### config.mk
export PLATFORM = sky130hd
export DESIGN_NAME = dep_scale
export DESIGN_NICKNAME = d
export VERILOG_FILES = /design/src/rtl/dep_pkg.sv /design/src/rtl/dep_scale.sv
export SDC_FILE = /design/constraint.sdc
export NUM_CORES = 1
export LEC_CHECK = 0
export ABC_AREA = 1
export BUFFER_PORTS_ARGS = -buffer_cell sky130_fd_sc_hd__buf_2
export CAP_MARGIN = 30
export CORE_UTILIZATION = 65
export DETAILED_ROUTE_END_ITERATION = 8
export PLACE_DENSITY = 0.83
export SYNTH_ARGS = -nofsm -noshare
export SYNTH_HDL_FRONTEND = slang
export SYNTH_SLANG_ARGS = --single-unit
### constraint.sdc
create_clock -name clk_i -period 7.88 [get_ports clk_i]
set_input_delay 1.576 -clock clk_i [delete_from_list [all_inputs] [get_ports clk_i]]
set_output_delay 1.576 -clock clk_i [all_outputs]
set_load 0.02 [all_outputs]
### src/rtl/dep_pkg.sv
// Package for the difference-equation PID step block.
// Holds the widths, fixed-point constants, register codes and the structs shared by the rtl.
// No dependencies.
package dep_pkg;

  localparam int unsigned SampleW   = 16;
  localparam int unsigned GainW     = 32;
  localparam int unsigned ErrW      = SampleW + 1;
  localparam int unsigned DriveW    = 32;
  localparam int unsigned DriveFrac = 16;
  localparam int unsigned ProdW     = GainW + ErrW;
  localparam int unsigned DrvFullW  = GainW + DriveW + 1;
  localparam int unsigned AccW      = ProdW + 2;
  localparam int unsigned OutW      = 23;
  localparam int unsigned CfgIdxW   = 3;

  localparam longint unsigned DriveLimit = 50000;
  localparam logic signed [AccW-1:0] DriveHiAcc = AccW'(DriveLimit << DriveFrac);

  // Division by 500 is done as a shift by two and a multiply by the rounded-up
  // reciprocal of 125, which is exact for every quotient below 2^30.
  localparam int unsigned QuotW   = DriveW - 2;
  localparam int unsigned RecipW  = 31;
  localparam int unsigned RecipSh = 37;
  localparam int unsigned ScaleW  = QuotW + RecipW;
  localparam logic [RecipW-1:0] Recip125 = RecipW'(64'd1099511628);

  typedef enum logic [CfgIdxW-1:0] {
    RegGainCur  = 3'd0,
    RegGainPrev = 3'd1,
    RegGainOld  = 3'd2,
    RegGainDrv  = 3'd3,
    RegTarget   = 3'd4
  } dep_reg_e;

  typedef struct packed {
    logic signed [GainW-1:0]   gain_cur;
    logic signed [GainW-1:0]   gain_prev;
    logic signed [GainW-1:0]   gain_old;
    logic signed [GainW-1:0]   gain_drv;
    logic signed [SampleW-1:0] target;
  } dep_cfg_t;

  typedef struct packed {
    logic signed [ProdW-1:0] cur;
    logic signed [ProdW-1:0] prev;
    logic signed [ProdW-1:0] old;
    logic signed [ProdW-1:0] drv;
  } dep_prod_t;

  typedef struct packed {
    logic [DriveW-1:0] drive;
    logic              upper;
    logic              lower;
  } dep_drive_t;

endpackage

### src/rtl/dep_scale.sv
// Output stage: scales the clamped drive by 0.002 into Q7.16 and holds the result beat.
// Depends on dep_pkg.
module dep_scale
  import dep_pkg::*;
(
  input  logic            clk_i,
  input  logic            load_i,
  input  dep_drive_t      drive_i,
  output logic [OutW-1:0] drive_scaled_o,
  output logic            hit_upper_limit_o,
  output logic            hit_lower_limit_o
);

  logic [ScaleW-1:0] scaled;
  logic [OutW-1:0]   scaled_q;
  logic              upper_q;
  logic              lower_q;

  assign scaled = ScaleW'(drive_i.drive[DriveW-1:2]) * ScaleW'(Recip125);

  always_ff @(posedge clk_i) begin
    if (load_i) begin
      scaled_q <= scaled[RecipSh +: OutW];
      upper_q  <= drive_i.upper;
      lower_q  <= drive_i.lower;
    end
  end

  assign drive_scaled_o    = scaled_q;
  assign hit_upper_limit_o = upper_q;
  assign hit_lower_limit_o = lower_q;

endmodule

* Word-level counts from Yosys, hierarchy flattened
Cells that the tools add are included.
** Storage, ports and cells
- Output and inout port bits :: 25
- Bits of input ports :: 36
- Logic and storage cells :: 4
- Bits in registers :: 25
** Operators by class
- Multiply operators :: 1
** Operator list (count)
- $mul A30 B29 Y58 const B :: 1

* Logic depth before layout (Yosys ltp)
Gate-level depths: netlist of run 1.
- Depth in word-level cells :: 1
- Mapped depth :: 27
- Mapped depth without buffers :: 27

* Worst setup path before layout of run 1
OpenSTA, ideal clock, no wires.
- Path type :: input -> register
- Start point :: in drive_i[22] (netlist name)
- End point :: reg scaled_q[7] (netlist: drive_scaled_o[7]), data pin
- Arrival :: 6.548 ns
- Buffers on the path :: 0
- Stages on the path :: 24
- Data required time :: 7.628 ns
- Slack :: 1.080 ns
- Setup time :: 0.252 ns
- Cell sequence :: ha_1 -> fa_1 -> fa_1 -> inv_1 -> fa_1 -> inv_1 -> fa_1 -> inv_1 -> fa_1 -> inv_1 -> fa_1 -> inv_1 -> fa_1 -> inv_1 -> ha_1 -> nand2_1 -> nor2_1 -> nand2_1 -> nor3_2 -> nand2_1 -> nand2_1 -> nor2_1 -> nand3_1 -> nand2_1
** On the way
- Cells in the longest elaborated chain, start to end :: 1
** Ends and longest elaborated chain
- start, declared :: RTL line dep_scale.sv:8 : input dep_drive_t drive_i,
- $mul A30 B29 Y58 :: RTL line dep_scale.sv:19 : assign scaled = ScaleW'(drive_i.drive[DriveW-1:2]) * ScaleW'(Recip125);
- named net scaled[44] :: RTL line dep_scale.sv:14 : logic [ScaleW-1:0] scaled;
- end signal, assigned :: RTL line dep_scale.sv:23 : scaled_q <= scaled[RecipSh +: OutW];
- end, declared :: RTL line dep_scale.sv:15 : logic [OutW-1:0] scaled_q;
The timed path passes the listed nets, and every way through them passes these cells.
A chain may end at the register's enable or synchronous reset.

* Worst setup path in the final report of run 1
- Start point :: in drive_i[10] (netlist name)
- End point :: reg scaled_q[9] (netlist: drive_scaled_o[9]), data pin
The elaborated chain is that of the path after synthesis.

==> implementation parameters, run 1 <==
Parameter                              Value

Placed design
  Final estimated routing congestion in global placement    0.959
  Input/output buffers    58
  Post-DP HPWL    39000 um

Flow run
  Max Cap Violations    0

Synthesis
  Post-Synthesis Mean Instance Area    7.84 um2
  Synth area leader    sky130_fd_sc_hd__fa_1
  Compound-gate portion of the synthesized area    1.41%
  Dominant combinational cell family by area after synthesis    adder cells
  Area contributors post-synth    sky130_fd_sc_hd__fa_1 (33%), sky130_fd_sc_hd__ha_1 (28%), sky130_fd_sc_hd__inv_1 (17%)
  Synth unique cells    26
  Area share of the largest cell type after synthesis    33.3%
  Netlist area before placement    around 17000 um2
  Basic-gate share of the synthesized area counting and, or, nand and nor cells    ~16%
  Number of nets produced by synthesis    around 2800
  Sequential area share after synthesis    4.52%
  Cell count after synthesis    around 2100
  Post-synthesis register bit count    25
  Post-Synth Adder-Cell Area    61.2%
  Multiplexer share of the synthesized area    0%
  Parity-gate share of the synthesized area counting xor and xnor cells    less than 1%
  Count of synthesis-stage warnings from yosys    0

STA
  Relative slew margins    61.4%
  Slew @ Worst Pin    0.579 ns
  Minimum clock period    around 7.4 ns
  Number of hold violations in the final report    0
  Final Cycle Share    between 90% and 100%
  Count of final setup violators    0
  Final sum of negative setup slack    0 ns
  Unrepaired setup endpoints after global routing    false
  Highest clock rate    135 MHz
  Pins over their slew limit    0

Routing
  Drt drc    0
  Drt via density    just over 5
  Length of the first detailed-routing pass in iterations    7
  DRT iter0 DRCs    811
  Routed Wire Length    42400 um
  Routed Antenna Nets    0
  Wire length per cell after detailed routing    16.7 um
  Detailed-route via count    about 13000

GRT
  Residual overflow from global routing    0
  Overall track demand over capacity in global routing    34.7%
  Via count of the first global-routing pass    14100
  Wire length of the first global-routing pass    69300 um
  Initial antenna violation count    0
  Largest net degree at the start of global routing    26

Clocking
  Clock root cell    sky130_fd_sc_hd__clkbuf_16
  Buffer levels on the longest clock path    2
  Clock-pin slew on the worst setup and hold paths    0.06 ns
  Clock buffer count from CTS    3
  Total number of H-tree levels    1
  CTS sink count    25
  Hold Buf Count CTS    0
  Cells resized by post-CTS repair    0
  TritonCTS clock tree    built
  Post-CTS setup repair buffer count    0

Layout
  Synth-to-layout area growth    5.66%
  Fraction of layout instances using a drive strength above 1    about 4.6%
  Most frequent cells in the layout    sky130_fd_sc_hd__inv_1 (744), sky130_fd_sc_hd__nand2_1 (466), sky130_fd_sc_hd__ha_1 (371), sky130_fd_sc_hd__fa_1 (276), sky130_fd_sc_hd__nor2_1 (95)
  Fin nets    2885
  Number of antenna diodes    0
  Commonest non-fill, non-tap cell in the layout    sky130_fd_sc_hd__inv_1

Die
  Effective utilization at floorplan    66.2%
  Chip width    162 um
  Core Footprint    25100 um2
  Io pins    61
  Die Outline Area    about 26000 um2
  Die outline height    162 um
  Number of core rows    58

Critical path
  Kind of critical path    primary input to flip-flop
  Kind of launch point of the worst setup path    primary input
  Most prevalent standard cell on the critical path    sky130_fd_sc_hd__inv_1
  Slowest cell delay on critical path    0.54 ns
  Nature of the critical path endpoint    flip-flop
  Critical path data required time    7.89 ns
  Crit-path max FO    10
  Arrival time worst endpoint    ~7.4 ns
  Largest delay contributor family on the critical path    adder cells
  Master of the slowest instance on the critical path    sky130_fd_sc_hd__fa_1
  Buf/Inv on CP    9

Hold path
  Class of the tightest hold or removal check    primary input to flip-flop

Run status
  Result of the run    finished, final reports clean
-- synth_stat cells --
cell,instances
sky130_fd_sc_hd__inv_2,1
sky130_fd_sc_hd__and2_1,3
sky130_fd_sc_hd__nand2_1,466
sky130_fd_sc_hd__nor2_2,6
sky130_fd_sc_hd__or2_2,1
sky130_fd_sc_hd__a21o_1,3
sky130_fd_sc_hd__nand3b_1,2
sky130_fd_sc_hd__nor3b_2,1
sky130_fd_sc_hd__a31oi_1,1
sky130_fd_sc_hd__inv_1,744
sky130_fd_sc_hd__edfxtp_1,25
sky130_fd_sc_hd__nand3_1,53
sky130_fd_sc_hd__and2_2,1
sky130_fd_sc_hd__nor2_4,2
sky130_fd_sc_hd__o21bai_1,2
sky130_fd_sc_hd__o21ai_0,6
sky130_fd_sc_hd__nor3_2,3
sky130_fd_sc_hd__nand4_1,11
sky130_fd_sc_hd__nand2_2,4
sky130_fd_sc_hd__ha_1,371
sky130_fd_sc_hd__nor3_1,7
sky130_fd_sc_hd__xnor2_1,1
sky130_fd_sc_hd__nor2_1,95
sky130_fd_sc_hd__fa_1,276
sky130_fd_sc_hd__a21oi_1,32
sky130_fd_sc_hd__and3_1,1
-- worst paths after layout --
check   startpoint                     endpoint  depth (start not counted)
min     drive_i[0]  hit_lower_limit_o$_DFFE_PP_                          1
max    drive_i[10]  drive_scaled_o[9]$_DFFE_PP_                         26
-- per-stage QoR --
stage | hold slack, ns | cells | setup slack [ns] | instance area [um2] | util, %
after floorplan | 1.67 | 2118 | 1.08 | 16600 | -
after global placement | 1.75 | 2527 | 0.367 | 17500 | 69.6
after detailed placement | 1.76 | 2527 | 0.245 | 17500 | 69.6
after CTS | 1.49 | 2531 | 0.478 | 17600 | 69.9
after global routing | 1.49 | 2531 | 0.191 | 17600 | 69.9
final | 1.50 | 2531 | 0.469 | 17600 | 69.9
-- routing by layer --
metal | up-vias | wire length, um | global-route usage [%]
li1 | 6338 | - | -
met1 | 6206 | 17800 | 44.4
met2 | 393 | 20200 | 60.9
met3 | 111 | 2360 | 2.71
met4 | 0 | 2040 | 14.1
met5 | - | 0 | 0
-- final cells by class --
cell class | count | area (um2)
repair buffers | 79 | 448
fillers | 2068 | 7560
well taps | 330 | 413
inverters | 745 | 2800
clock buffers | 4 | 78.8
multi-input cells | 1348 | 13100
flip-flops and latches | 25 | 751
-- logic make-up (layout without fill, tap and decap cells) --
logic type / Yosys count / after routing
AND/OR/NAND/NOR: 656 / 656
adder cells (fa/ha/maj): 647 / 647
XOR/XNOR: 1 / 1
flip-flops: 25 / 25
AO/OA/AOI/OAI: 44 / 44
buffers and inverters: 745 / 828
-- state kept, by name, summed over array words and instances (netlist names) --
register	count
hit_lower_limit_o	1
hit_upper_limit_o	1
drive_scaled_o	23
Power of run 1 is left out: the tool's default activity adds up to more than one toggle a clock period on the data nets, which glitch-free logic cannot reach.
==> run 2: changes to the inputs <==
--- a/config.mk
+++ b/config.mk
@@ -8,9 +8,11 @@
 export ABC_AREA = 1
 export BUFFER_PORTS_ARGS = -buffer_cell sky130_fd_sc_hd__buf_2
 export CAP_MARGIN = 30
-export CORE_UTILIZATION = 65
+export CELL_PAD_IN_SITES_DETAIL_PLACEMENT = 2
+export CELL_PAD_IN_SITES_GLOBAL_PLACEMENT = 2
+export CORE_UTILIZATION = 40
 export DETAILED_ROUTE_END_ITERATION = 8
-export PLACE_DENSITY = 0.83
+export PLACE_DENSITY_LB_ADDON = 0.1
 export SYNTH_ARGS = -nofsm -noshare
 export SYNTH_HDL_FRONTEND = slang
 export SYNTH_SLANG_ARGS = --single-unit
==> implementation parameters, run 2 (synthesis results as in run 1) <==
Parameter                              Value

Run status
  Result of the run    finished, final reports clean

Layout
  Synth-to-layout area growth    7.59%
  Design area    17900 um2 (+1.8%)
  Util after Layout    43.7% (-26 points)
  Number of flip-flops under the largest register name    23 (unchanged)
  Fraction of layout instances using a drive strength above 1    5.02% (+0.43 points)
  Commonest non-fill, non-tap cell in the layout    sky130_fd_sc_hd__inv_1
  Number of antenna diodes    0 (unchanged)
  Most frequent cells in the layout    sky130_fd_sc_hd__inv_1 (744), sky130_fd_sc_hd__nand2_1 (466), sky130_fd_sc_hd__ha_1 (371), sky130_fd_sc_hd__fa_1 (276), sky130_fd_sc_hd__nor2_1 (95)
  Fin nets    2894 (+0.31%)

STA
  Unrepaired setup endpoints after global routing    false
  Minimum clock period    7.64 ns (+0.231 ns)
  Slew @ Worst Pin    0.607 ns (+0.0284 ns)
  Highest clock rate    131 MHz (-3.0%)
  Pins over their slew limit    0 (unchanged)
  Min setup slack post-route    0.238 ns (-0.231 ns)
  Relative slew margins    59.5% (-1.9 points)
  Count of final setup violators    0 (unchanged)
  Number of hold violations in the final report    0 (unchanged)
  Final Cycle Share    97.0% (+2.9 points)

Critical path
  Master of the slowest instance on the critical path    sky130_fd_sc_hd__fa_1
  Worst path depth    24 (-7.7%)
  Arrival time worst endpoint    7.66 ns (+0.24 ns)
  Most prevalent standard cell on the critical path    sky130_fd_sc_hd__fa_1
  Critical path data required time    7.90 ns (about the same)
  Largest delay contributor family on the critical path    adder cells
  Worst-path cell chain    buf_2 -> buf_4 -> ha_1 -> fa_1 -> fa_1 -> inv_1 -> fa_1 -> inv_1 -> fa_1 -> fa_1 -> fa_1 -> inv_1 -> fa_1 -> inv_1 -> ha_1 -> nand2_1 -> nor2_2 -> inv_1 -> nor2_1 -> nand2_1 -> nor2_1 -> nand3_1 -> nand4_1 -> nand2_1
  Nature of the critical path endpoint    flip-flop
  Kind of launch point of the worst setup path    primary input
  Kind of critical path    primary input to flip-flop
  Crit-path max FO    7 (-3)
  Buf/Inv on CP    7 (-2)
  Slowest cell delay on critical path    0.54 ns (about the same)

GRT
  Via count of the first global-routing pass    17000 (+21%)
  Overall track demand over capacity in global routing    31.6% (-3.2 points)
  Residual overflow from global routing    0 (unchanged)
  Largest net degree at the start of global routing    26 (unchanged)
  Initial antenna violation count    0 (unchanged)
  Wire length of the first global-routing pass    97400 um (+40%)

Routing
  Routed Wire Length    63200 um (+49%)
  Routed Antenna Nets    0 (unchanged)
  Detailed-route via count    13800 (+5.7%)
  Length of the first detailed-routing pass in iterations    5 (-2)
  Wire length per cell after detailed routing    23.0 um (+38%)
  DRT iter0 DRCs    444 (-45%)
  Drt via density    5.03 (-2.5%)
  Drt drc    0 (unchanged)

Clocking
  CTS sink count    25 (unchanged)
  Buffer levels on the longest clock path    2 (unchanged)
  Hold Buf Count CTS    0 (unchanged)
  Clock buffer count from CTS    3 (unchanged)
  Post-CTS setup repair buffer count    0 (unchanged)
  Clock root cell    sky130_fd_sc_hd__clkbuf_16
  TritonCTS clock tree    built
  Total number of H-tree levels    1 (unchanged)
  Cells resized by post-CTS repair    0 (unchanged)
  Clock-pin slew on the worst setup and hold paths    0.07 ns (about the same)

Die
  Effective utilization at floorplan    40.6% (-26 points)
  Io pins    61 (unchanged)
  Die outline height    206 um (+27%)
  Core Footprint    40900 um2 (+63%)
  Die Outline Area    42400 um2 (+62%)
  Chip width    206 um (+27%)
  Number of core rows    74 (+28%)

Hold path
  Count of cells along the worst hold path    1 (unchanged)
  Class of the tightest hold or removal check    primary input to flip-flop
  Worst min-delay path endpoint    hit_lower_limit_o$_DFFE_PP_
  Start point of the worst min-delay path    drive_i[0]

Placed design
  Placed standard-cell area    17800 um2 (+1.8%)
  Worst setup slack after placement    -0.0265 ns (-0.271 ns)
  Post-DP HPWL    59300 um (+52%)
  Input/output buffers    58 (unchanged)
  Final estimated routing congestion in global placement    0.845 (-12%)

Flow run
  Max Cap Violations    0 (unchanged)
-- run 2: area by class of cell --
class / instances / area [um2]
fill: 4823 / 23000
multi-input combinational: 1348 / 13100
inverter: 745 / 2800
sequential: 25 / 751
tap: 532 / 666
timing repair buffer: 88 / 515
clock buffer: 3 / 75.1
clock inverter: 1 / 5.00
-- run 2: worst max path at each step --
| stage | start | endpoint | slack [ns] |
|---|---|---|---|
| 6_report | drive_i[22] | drive_scaled_o[10]$_DFFE_PP_ | 0.24 |
| 3_3_place_gp | drive_i[12] | drive_scaled_o[21]$_DFFE_PP_ | 0.25 |
| 2_1_floorplan | drive_i[22] | drive_scaled_o[7]$_DFFE_PP_ | 1.08 |
| 4_1_cts | drive_i[22] | drive_scaled_o[10]$_DFFE_PP_ | 0.26 |
| 3_5_place_dp | drive_i[22] | drive_scaled_o[10]$_DFFE_PP_ | -0.03 |
| 5_1_grt | drive_i[22] | drive_scaled_o[10]$_DFFE_PP_ | 0.04 |
-- run 2: layer usage --
metal	track usage [%]	wire length (um)	vias to the layer above
li1	-	-	6343
met1	35.0	25100	7048
met2	61.4	33700	256
met3	2.20	1360	142
met4	12.9	2990	0
met5	0	0	-
-- run 2: per-stage QoR --
step / hold slack (ns) / TNS (ns) / cells
final: 1.48 / 0 / 2742
after global routing: 1.48 / 0 / 2742
after CTS: 1.48 / 0 / 2742
after detailed placement: 1.76 / -0.0331 / 2738
after global placement: 1.75 / 0 / 2738
after floorplan: 1.67 / 0 / 2118
Power of run 2 is left out for the same reason.
