### src/rtl/dep_pkg.sv
// Package for the difference-equation PID step block.
// Holds the widths, fixed-point constants, register codes and the structs shared by the rtl.
// No dependencies.
package dep_pkg;

  localparam int unsigned SampleW   = 16;
  localparam int unsigned GainW     = 32;
  localparam int unsigned ErrW      = SampleW + 1;
  localparam int unsigned DriveW    = 32;
  localparam int unsigned DriveFrac = 16;
  localparam int unsigned ProdW     = GainW + ErrW;
  localparam int unsigned DrvFullW  = GainW + DriveW + 1;
  localparam int unsigned AccW      = ProdW + 2;
  localparam int unsigned OutW      = 23;
  localparam int unsigned CfgIdxW   = 3;

  localparam longint unsigned DriveLimit = 50000;
  localparam logic signed [AccW-1:0] DriveHiAcc = AccW'(DriveLimit << DriveFrac);

  // Division by 500 is done as a shift by two and a multiply by the rounded-up
  // reciprocal of 125, which is exact for every quotient below 2^30.
  localparam int unsigned QuotW   = DriveW - 2;
  localparam int unsigned RecipW  = 31;
  localparam int unsigned RecipSh = 37;
  localparam int unsigned ScaleW  = QuotW + RecipW;
  localparam logic [RecipW-1:0] Recip125 = RecipW'(64'd1099511628);

  typedef enum logic [CfgIdxW-1:0] {
    RegGainCur  = 3'd0,
    RegGainPrev = 3'd1,
    RegGainOld  = 3'd2,
    RegGainDrv  = 3'd3,
    RegTarget   = 3'd4
  } dep_reg_e;

  typedef struct packed {
    logic signed [GainW-1:0]   gain_cur;
    logic signed [GainW-1:0]   gain_prev;
    logic signed [GainW-1:0]   gain_old;
    logic signed [GainW-1:0]   gain_drv;
    logic signed [SampleW-1:0] target;
  } dep_cfg_t;

  typedef struct packed {
    logic signed [ProdW-1:0] cur;
    logic signed [ProdW-1:0] prev;
    logic signed [ProdW-1:0] old;
    logic signed [ProdW-1:0] drv;
  } dep_prod_t;

  typedef struct packed {
    logic [DriveW-1:0] drive;
    logic              upper;
    logic              lower;
  } dep_drive_t;

endpackage

### src/rtl/dep_cfg.sv
// Configuration register file: four signed gains and the setpoint.
// Depends on dep_pkg.
module dep_cfg
  import dep_pkg::*;
(
  input  logic               clk_i,
  input  logic               rst_ni,
  input  logic               cfg_we_i,
  input  logic [CfgIdxW-1:0] cfg_idx_i,
  input  logic [GainW-1:0]   cfg_wdata_i,
  output dep_cfg_t           cfg_o
);

  dep_cfg_t cfg_q;
  dep_cfg_t cfg_d;

  always_comb begin
    cfg_d = cfg_q;
    if (cfg_we_i) begin
      unique case (dep_reg_e'(cfg_idx_i))
        RegGainCur:  cfg_d.gain_cur  = cfg_wdata_i;
        RegGainPrev: cfg_d.gain_prev = cfg_wdata_i;
        RegGainOld:  cfg_d.gain_old  = cfg_wdata_i;
        RegGainDrv:  cfg_d.gain_drv  = cfg_wdata_i;
        RegTarget:   cfg_d.target    = cfg_wdata_i[SampleW-1:0];
        default:     cfg_d = cfg_q;
      endcase
    end
  end

  always_ff @(posedge clk_i or negedge rst_ni) begin
    if (!rst_ni) begin
      cfg_q <= '0;
    end else begin
      cfg_q <= cfg_d;
    end
  end

  assign cfg_o = cfg_q;

endmodule

### config.mk
export PLATFORM = sky130hd
export DESIGN_NAME = dep_cfg
export DESIGN_NICKNAME = d
export VERILOG_FILES = /design/src/rtl/dep_pkg.sv /design/src/rtl/dep_cfg.sv
export SDC_FILE = /design/constraint.sdc
export NUM_CORES = 1
export LEC_CHECK = 0
export BUFFER_PORTS_ARGS = -buffer_cell sky130_fd_sc_hd__buf_2
export CORE_MARGIN = 4
export CORE_UTILIZATION = 45
export DETAILED_ROUTE_END_ITERATION = 8
export GPL_TIMING_DRIVEN = 0
export MAX_ROUTING_LAYER = met4
export PLACE_DENSITY = 0.74
export SLEW_MARGIN = 10
export SYNTH_ARGS = -nofsm -noshare
export SYNTH_HDL_FRONTEND = slang
export SYNTH_SLANG_ARGS = --single-unit
### constraint.sdc
create_clock -name clk_i -period 1.25 [get_ports clk_i]
set_clock_uncertainty 0.1 [all_clocks]
set_input_delay 0.375 -clock clk_i [delete_from_list [all_inputs] [get_ports clk_i]]
set_output_delay 0.375 -clock clk_i [all_outputs]
set_load 0.01 [all_outputs]
# ---- Yosys cells after proc, flatten, opt, wreduce, memory -nomap -nowiden
# Index checks and enable logic that the tools add are counted.
dict set report word_totals {
  mem_count 0
  inputBits 38
  ramBits 0
  latch_bits 0
  mem_bits_ro 0
  register_bits 144
  out_inout_bits 144
}
dict set report op_classes {
  shift 0
  n_reduce_logical 6
  n_addsub 0
  n_div 0
  magnitude_cmp 0
  bitwise_logic 0
  n_mux 0
  eq_ne 4
  mul 0
}
# op count
set ops {}
lappend ops {{AND reduction 2 bit} 5}
lappend ops {{equality test 3 x 2 -> 1 bit, second input constant} 2}
lappend ops {{equality test 3 x 1 -> 1 bit, second input constant} 1}
lappend ops {{equality test 3 bit, second input constant} 1}
lappend ops {{zero test 3 bit} 1}

# ---- Longest topological paths before layout
# Gate-level depths: netlist of the first run.
dict set report logic_depth {
  word_depth 2
  mapped_depth 4
}

# ---- Least setup slack after synthesis of the first run
# OpenSTA, ideal clock, no wires.
dict set report synth_path {
  path_type {input -> register}
  startpoint {input port cfg_idx_i[0]}
  endpoint {register cfg_q (netlist bit cfg_o[113])}
  setup_slack_ps -273
  setup_time_ps 125
  n_path_buf 1
  arrival_ps 1298
  required_time_ps 1025
  cell_stages 3
  cell_sequence {nor4b_4 buf_6 mux2_2}
}
dict set report synth_via {
  elab_chain_len 2
}
# item line_no
set synth_lines {}
lappend synth_lines {{start, declared} dep_cfg.sv:9} ;# input logic [CfgIdxW-1:0] cfg_idx_i,
lappend synth_lines {{zero test 3 bit} dep_cfg.sv:20} ;# unique case (dep_reg_e'(cfg_idx_i))
lappend synth_lines {{AND reduction 2 bit (no line)} n/a}
lappend synth_lines {{end signal, assigned} dep_cfg.sv:35} ;# cfg_q <= cfg_d;
lappend synth_lines {{end, declared} dep_cfg.sv:14} ;# dep_cfg_t cfg_q;
# Every way passes these cells.
# A chain may end at the register's enable or synchronous reset.

# ---- Worst setup path in the final report of the first run
dict set report layout_path {
  startpoint {register cfg_q (netlist bit cfg_o[141])}
  endpoint {output port cfg_o[141] (netlist bit)}
}
# item line_no
set layout_rtl {}
lappend layout_rtl {{end, declared} dep_cfg.sv:11} ;# output dep_cfg_t cfg_o
# No word-level cell between the ends.

==> results.sh, run 1 <==
export IMPL_setup_violations_final=239
export IMPL_drive_above_1_share=0.766
export IMPL_drcViolationCount=0
export IMPL_dr_pass1_iters=4
export IMPL_grt_pass1_vias=4216
export IMPL_syn_area_mm2=0.00543
export IMPL_n_fill_cell=639
export IMPL_seq_area_frac_synth=0.664
export IMPL_final_max_slew_viol_count=0
export IMPL_violations="negative hold slack, negative setup slack"
export IMPL_crit_path_start_kind="flop"
export IMPL_ir_worst_vdd_uv=1360
export IMPL_cts_root_buf="clkbuf_16"
export IMPL_placed_cell_area_mm2=0.00681
export IMPL_fp_row_count=39
export IMPL_period_share=1.16
export IMPL_drtIter0Drc=212
export IMPL_yosysTopAreaCell="dfrtp_1"
export IMPL_max_cap_violations=0
export IMPL_largest_reg_flops=144
export IMPL_synth_top_area_share=0.664
export IMPL_area_growth_pct=69.6
export IMPL_fin_area_mm2=0.00921
export IMPL_htreeDepth=4
export IMPL_clock_latency_ns=0.42
export IMPL_endpoint_kind="primary output"
export IMPL_port_buffer_count=181
export IMPL_cts_num_sinks=144
export IMPL_ant_nets=0
export IMPL_critPathTopFamily="flip-flops"
export IMPL_required_ns=0.78
export IMPL_fp_dieArea_mm2=0.0139
export IMPL_cts_clk_slew_worst_paths_ns=0.06
export IMPL_cp_max_fo=2
export IMPL_yosysWarnings=0
export IMPL_worstMarginPinSlew_ns=0.604
export IMPL_path_buf_inv=1
export IMPL_clk_path_buf_depth=2
export IMPL_overflow=0
export IMPL_path_class="flop to primary output"
export IMPL_r2r_cells=3
export IMPL_crit_path_max_incr_delay_ns=0.42
export IMPL_grt_pass1_wl_um=23700
export IMPL_rsz0062_at_grt="yes"
export IMPL_min_path_type="primary input to async pin"
export IMPL_gp_congestion=0.761
export IMPL_worst_path_max_delay_cell="dfrtp_1"
export IMPL_grtUsageTotal=0.228
export IMPL_via_count=3964
export IMPL_power_leakage_nw=4.61
export IMPL_fmax_mhz=689
export IMPL_cp_cell_sequence="buf_6"
export IMPL_synth_distinct_cells=8
export IMPL_timing_hold_ws_ns=-0.157
export IMPL_post_drt_wl_per_cell_um=21.5
export IMPL_synth_area_leaders="dfrtp_1 (66%), mux2_1 (16%), mux2_2 (14%), buf_6 (2.1%), buf_2 (0.55%)"
export IMPL_die_w_um=118
export IMPL_die_h_um=118
export IMPL_routed_wl_um=16900
export IMPL_cts_tree="done"
export IMPL_power_density_mw_per_mm2=1860
export IMPL_reg2reg_to="cfg_o[57]"
export IMPL_ys_ff_latch=144
export IMPL_setup_slack_ns=-0.201
export IMPL_period_minus_slack_ns=1.45
export IMPL_viasPerCell=5.06
export IMPL_slew_headroom=0.597
export IMPL_syn_inst=309
export IMPL_outcome="complete, but fails checks"
export IMPL_timing_hold_violations_final=64
export IMPL_avgSynthCellArea_um2=17.6
export IMPL_core_mm2=0.0116
export IMPL_path_depth=1
export IMPL_preCtsSetupSlack_ns=-0.660
export IMPL_r2r_slack_ns=0.11
export IMPL_worstReg2RegStart="cfg_o[57]"
export IMPL_final_nets=666
export IMPL_post_dp_hpwl_um=8660
export IMPL_critPathArrivalTime_ns=0.98
export IMPL_antenna_found_initial=0
export IMPL_grt_max_degree=81
export IMPL_cts_buffers=17
export IMPL_num_antenna_cells=0
export IMPL_start_util=0.468
export IMPL_ioPinCount=182
export IMPL_syn_nets=347
cell families (layout without fill, tap and decap cells):
family                 Yosys count  in the layout  synth area share
buffers and inverters           16            348            0.0263
and+or+nand+nor                  5              5            0.0115
muxes                          144            144             0.299
DFF                            144            144             0.664
cell usage in the layout, fill, tap and decap left out:
cell        synthesis  layout
nor4bb_4            0       3
bufinv_16           0       6
clkinv_2            0       3
nor4b_4             1       1
buf_16              0       5
mux2_2             69      38
clkinvlp_4          0       2
clkbuf_16           0      22
buf_12              0      15
buf_6              10      59
mux2_1             75       2
clkbuf_8            0       1
buf_8               0       1
dfrtp_1           144     144
mux2_4              0     104
buf_4               0      99
clkbuf_1            0       3
nand4b_1            1       1
buf_2               6     132
power breakdown:
group          switching, mW  total, mW  internal, mW
logic                   1.88       5.06          3.19
registers              0.656       6.35          5.70
clock network           1.93       5.71          3.78
Yosys cell counts (all sizes together):
cell type	n
dfrtp	144
nand4b	1
nor4bb	3
mux2	144
buf	16
nor4b	1
per-layer routing:
layer / routed length, µm / GRT usage / up-vias
li1: - / - / 1736
met1: 6800 / 0.281 / 2049
met2: 8680 / 0.359 / 152
met3: 1090 / 0.0754 / 27
met4: 318 / 0.0747 / 0
met5: 0 / - / -
layout make-up:
cell class                      count  area [µm²]  area share
Sequential cell                   144        3600       0.391
Timing Repair Buffer              301        2400       0.261
Clock inverter                     11         210      0.0228
Clock buffer                       21         450      0.0489
Buffer                             15         244      0.0265
Multi-Input combinational cell    149        2120       0.230
Tap cell                          143         179      0.0194
metrics by stage:
stage	power [mW]	TNS, ns	hold slack [ns]	cells	utilization
after floorplan	7.95	-30.31	-0.0206	309	-
after global placement	9.41	-385.01	0.362	633	0.583
after detailed placement	9.52	-79.25	0.299	634	0.586
after CTS	16.2	-27.20	-0.144	731	0.737
after global routing	17.8	-36.55	-0.120	784	0.793
final	17.1	-29.69	-0.157	784	0.793
worst max path at each step:
stage	endpoint	slack (ns)	startpoint
6_report	cfg_o[141]	-0.20	cfg_o[141]
4_1_cts	cfg_o[25]	-0.20	cfg_o[25]
3_5_place_dp	cfg_o[123]	-0.66	cfg_idx_i[0]
2_1_floorplan	cfg_o[113]	-0.27	cfg_idx_i[0]
3_3_place_gp	cfg_o[96]	-2.20	rst_ni
5_1_grt	cfg_o[141]	-0.24	cfg_o[141]
timing repair:
item	CTS	global route
setup endpoints to repair	275	244
setup buffers	60	50
gates cloned	5	5
resized for setup	105	37
hold endpoints to repair	64	64
pin swaps	5	2
(Power assumes the default switching activity.)
==> inputs of run 2 (changes only) <==
TNS_END_PERCENT = 1   (was unset)
==> results.sh, run 2 (synthesized netlist as in run 1, its figures left out) <==
export IMPL_outcome="complete, but fails checks"
export IMPL_violations="negative hold slack, negative setup slack"
export IMPL_grtUsageTotal=0.193
export IMPL_fmax_mhz=696
export IMPL_final_nets=551
export IMPL_largest_reg_flops=144
export IMPL_path_buf_inv=1
export IMPL_setup_slack_ns=-0.186
export IMPL_layout_common_cells="dfrtp_1 (144), buf_2 (138), mux2_2 (63)"
export IMPL_total_power_mw=14.8
export IMPL_cts_tree="done"
export IMPL_slew_headroom=0.581
export IMPL_endpoint_kind="primary output"
export IMPL_clk_path_buf_depth=2
export IMPL_period_minus_slack_ns=1.44
export IMPL_p_sw_frac=0.267
export IMPL_dr_pass1_iters=4
export IMPL_period_share=1.15
export IMPL_setup_violations_final=161
export IMPL_start_util=0.468
export IMPL_ioPinCount=182
export IMPL_r2r_slack_ns=0.34
export IMPL_p_comb_frac=0.241
export IMPL_viasPerCell=5.10
export IMPL_crit_path_start_kind="flop"
export IMPL_required_ns=0.78
export IMPL_power_density_mw_per_mm2=1890
export IMPL_seqPwrFrac=0.426
export IMPL_cp_cell_sequence="buf_2"
export IMPL_final_common_cell="dfrtp_1"
export IMPL_cell_internal_pwr_mw=10.8
export IMPL_port_buffer_count=181
export IMPL_worst_path_max_delay_cell="dfrtp_1"
export IMPL_area_growth_pct=43.8
export IMPL_setup_tns_ns=-22.81
export IMPL_die_h_um=118
export IMPL_timing_hold_ws_ns=-0.153
export IMPL_fp_dieArea_mm2=0.0139
export IMPL_ant_nets=0
export IMPL_critPathArrivalTime_ns=0.96
export IMPL_cts_buffers=17
export IMPL_via_count=3415
export IMPL_placed_cell_area_mm2=0.00655
export IMPL_cp_max_fo=2
export IMPL_drive_above_1_share=0.675
export IMPL_fp_row_count=39
export IMPL_fin_area_mm2=0.00781
export IMPL_max_cap_violations=0
export IMPL_preCtsSetupSlack_ns=-0.670
export IMPL_switchingPower_mw=3.94
export IMPL_drcViolationCount=0
export IMPL_min_path_type="primary input to async pin"
export IMPL_cts_root_buf="clkbuf_16"
export IMPL_num_antenna_cells=0
export IMPL_ir_worst_vdd_uv=1200
export IMPL_worstMarginPinSlew_ns=0.628
export IMPL_power_frac_clock=0.333
export IMPL_grt_pass1_vias=3682
export IMPL_timing_hold_violations_final=67
export IMPL_path_class="flop to primary output"
export IMPL_critPathTopFamily="flip-flops"
export IMPL_cts_clk_slew_worst_paths_ns=0.06
export IMPL_grt_pass1_wl_um=20100
export IMPL_core_mm2=0.0116
export IMPL_antenna_found_initial=0
export IMPL_cts_num_sinks=144
export IMPL_htreeDepth=4
export IMPL_die_w_um=118
export IMPL_post_dp_hpwl_um=8700
export IMPL_power_leakage_nw=3.79
export IMPL_drtIter0Drc=209
export IMPL_grt_max_degree=78
export IMPL_routed_wl_um=13000
export IMPL_crit_path_max_incr_delay_ns=0.40
export IMPL_overflow=0
export IMPL_clock_latency_ns=0.41
export IMPL_post_drt_wl_per_cell_um=19.5
export IMPL_final_max_slew_viol_count=0
export IMPL_rsz0062_at_grt="yes"
export IMPL_gp_congestion=0.733
## run 2: changes by cell type in the layout (fill, tap and decap cells not counted), sizes merged
| cell | change |
|---|---|
| clkinv | +2 |
| bufinv | -4 |
| clkbuf | -4 |
| buf | -110 |
| inv | +1 |
## run 2: layout make-up
type	instances	area, µm²
flip-flops and latches	144	3600
fillers	831	3800
well taps	143	179
repair buffers	185	1250
clock buffers	22	474
clock inverters	10	109
multi-input cells	149	1940
plain buffers	16	256
## run 2: path summary, 6_finish.rpt
| check | startpoint | end | cells past startpoint |
|---|---|---|---|
| hold / removal | rst_ni | cfg_o[102] | 1 |
| setup reg to reg | cfg_o[49] | cfg_o[49] | 1 |
| hold reg to reg | cfg_o[55] | cfg_o[55] | 1 |
| min in group clk_i | cfg_wdata_i[23] | cfg_o[135] | 2 |
| max in group asynchronous | rst_ni | cfg_o[33] | 2 |
| setup / recovery | cfg_o[24] | cfg_o[24] | 1 |
## run 2: power by group through the flow
stage / sequential, mW / clock, mW / combinational (mW)
after floorplan: 6.74 / 0 / 0.856
after global placement: 6.20 / 0 / 2.82
after detailed placement: 6.27 / 0 / 2.90
after CTS: 6.24 / 5.03 / 3.14
after global routing: 6.43 / 5.26 / 3.80
final: 6.30 / 4.92 / 3.56
## run 2: repair_timing
item | in CTS | in global routing
pin swaps | 3 | 1
setup endpoints to repair | 274 | 250
gates resized for setup | 55 | 88
setup buffers | 3 | 0
hold endpoints to repair | 67 | 67
## run 2: metrics by stage
step | std cells | utilization
after floorplan | 309 | -
after global placement | 633 | 0.561
after detailed placement | 634 | 0.564
after CTS | 669 | 0.639
after global routing | 669 | 0.673
final | 669 | 0.673
## run 2: per-layer routing
| metal | track usage | wire, µm | vias up |
|---|---|---|---|
| li1 | - | - | 1518 |
| met1 | 0.237 | 5600 | 1757 |
| met2 | 0.300 | 6390 | 126 |
| met3 | 0.0673 | 846 | 14 |
| met4 | 0.0681 | 196 | 0 |
| met5 | - | 0 | - |
==> inputs of run 3 (changes only) <==
BUFFER_PORTS_ARGS = -buffer_cell sky130_fd_sc_hd__clkbuf_2   (was -buffer_cell sky130_fd_sc_hd__buf_2)
CTS_BUF_LIST = sky130_fd_sc_hd__clkbuf_2   (was unset)
==> results.sh, run 3 (synthesized netlist as in run 1, its figures left out) <==
export IMPL_via_count=3487
export IMPL_placed_cell_area_mm2=0.00655
export IMPL_antenna_found_initial=0
export IMPL_r2r_cells=2
export IMPL_critPathLaunch="cfg_o[140]"
export IMPL_power_leakage_nw=3.46
export IMPL_worst_path_max_delay_cell="dfrtp_1"
export IMPL_timing_hold_violations_final=0
export IMPL_path_buf_inv=1
export IMPL_top_layer="met4"
export IMPL_dr_pass1_iters=4
export IMPL_final_common_cell="clkbuf_2"
export IMPL_wl_met2_um=6030
export IMPL_preCtsSetupSlack_ns=-0.691
export IMPL_cp_max_fo=2
export IMPL_htreeDepth=4
export IMPL_power_density_mw_per_mm2=1580
export IMPL_p_sw_frac=0.316
export IMPL_min_path_cells=3
export IMPL_grt_max_degree=77
export IMPL_area_growth_pct=29.6
export IMPL_core_mm2=0.0116
export IMPL_critPathArrivalTime_ns=1.26
export IMPL_ir_worst_vdd_uv=1120
export IMPL_setup_violations_final=144
export IMPL_cts_num_sinks=144
export IMPL_die_w_um=118
export IMPL_clock_latency_ns=0.69
export IMPL_grtUsageTotal=0.197
export IMPL_m1WireLength_um=5410
export IMPL_seqPwrFrac=0.560
export IMPL_slew_headroom=0.626
export IMPL_max_cap_violations=0
export IMPL_ioPinCount=182
export IMPL_period_share=1.39
export IMPL_drive_above_1_share=0.530
export IMPL_critPathTopFamily="flip-flops"
export IMPL_drcViolationCount=0
export IMPL_worstReg2RegStart="cfg_o[38]"
export IMPL_p_comb_frac=0.263
export IMPL_postCtsHoldBufs=33
export IMPL_rsz0062_at_grt="yes"
export IMPL_cell_internal_pwr_mw=7.59
export IMPL_fp_row_count=39
export IMPL_wl_met3_um=766
export IMPL_port_buffer_count=181
export IMPL_required_ns=0.78
export IMPL_viasPerCell=5.00
export IMPL_gp_congestion=0.725
export IMPL_final_nets=582
export IMPL_total_power_mw=11.1
export IMPL_fmax_mhz=576
export IMPL_cp_cell_sequence="clkbuf_2"
export IMPL_post_dp_hpwl_um=8680
export IMPL_fp_dieArea_mm2=0.0139
export IMPL_path_class="flop to primary output"
export IMPL_path_depth=1
export IMPL_switchingPower_mw=3.50
export IMPL_outcome="complete, but fails checks"
export IMPL_violations="negative setup slack"
export IMPL_post_drt_wl_per_cell_um=17.8
export IMPL_overflow=0
export IMPL_crit_path_max_incr_delay_ns=0.44
export IMPL_grt_pass1_vias=3784
export IMPL_die_h_um=118
export IMPL_cts_root_buf="clkbuf_2"
export IMPL_cts_clk_slew_worst_paths_ns=0.19
export IMPL_clk_path_buf_depth=2
export IMPL_setup_slack_ns=-0.486
export IMPL_cts_tree="done"
export IMPL_crit_path_start_kind="flop"
export IMPL_fin_area_mm2=0.00704
export IMPL_worstMarginPinSlew_ns=0.561
export IMPL_layout_common_cells="clkbuf_2 (196), dfrtp_1 (144), mux2_1 (75)"
export IMPL_largest_reg_flops=144
export IMPL_power_frac_clock=0.177
export IMPL_num_antenna_cells=0
export IMPL_start_util=0.468
export IMPL_drtIter0Drc=162
export IMPL_ant_nets=0
export IMPL_endpoint_kind="primary output"
export IMPL_routed_wl_um=12400
export IMPL_period_minus_slack_ns=1.74
export IMPL_grt_pass1_wl_um=20600
export IMPL_final_max_slew_viol_count=0
export IMPL_cts_buffers=17
export IMPL_min_delay_start="cfg_idx_i[2]"
export IMPL_min_path_type="primary input to flop"
[run 3: cell count changes in the layout (fill, tap and decap cells not counted), sizes merged]
cell and delta:
bufinv -2, clkbuf +175, clkinv +5, inv -1, clkinvlp -1, buf -180, dlygate4sd3 +33
[run 3: cell type report]
cell class                 instances  area, µm²
fill                             923       4580
sequential                       144       3600
multi-input combinational        149       1680
timing repair buffer             216       1280
tap                              143        179
buffer                            16        143
clock buffer                      19       95.1
clock inverter                    11       51.3
[run 3: worst register-to-register path, stage by stage, from the launching register on]
cell and delay [ns]:
dfrtp_1 0.43, buf_4 0.14, mux2_2 0.27
[run 3: final timing paths]
kind                              end  slack (ns)
min                        cfg_o[133]        0.08
max                        cfg_o[140]       -0.49
min reg2reg                cfg_o[142]        0.41
max reg2reg                 cfg_o[38]        0.23
min in group asynchronous   cfg_o[76]        0.11
max in group asynchronous   cfg_o[65]        0.18
[run 3: layer usage]
metal | global-route usage | up-vias
met5 | - | -
met4 | 0.0784 | 0
met3 | 0.0591 | 18
met2 | 0.304 | 123
met1 | 0.245 | 1762
li1 | - | 1584
[run 3: timing repair]
action,4_1_cts,5_1_grt
pin swaps,0,0
gates resized for setup,0,3
buffers inserted,0,1
hold endpoints to repair,288,1
setup endpoints to repair,144,144
[run 3: power by group through the flow]
stage / Sequential, mW / Clock, mW / Combinational [mW]
4_1_cts: 6.21 / 2.07 / 2.96
3_3_place_gp: 6.25 / 0 / 2.80
6_report: 6.21 / 1.97 / 2.91
3_5_place_dp: 6.31 / 0 / 2.87
2_1_floorplan: 6.74 / 0 / 0.856
5_1_grt: 6.35 / 2.30 / 3.18
[run 3: through the flow]
step | instances | setup TNS [ns] | hold slack (ns) | util
final | 698 | -64.30 | 0.0757 | 0.606
after global routing | 698 | -84.86 | -0.0257 | 0.606
after CTS | 697 | -79.36 | -0.0204 | 0.605
after detailed placement | 634 | -80.21 | 0.312 | 0.564
after global placement | 633 | -429.40 | 0.367 | 0.561
after floorplan | 309 | -28.21 | -0.0206 | -
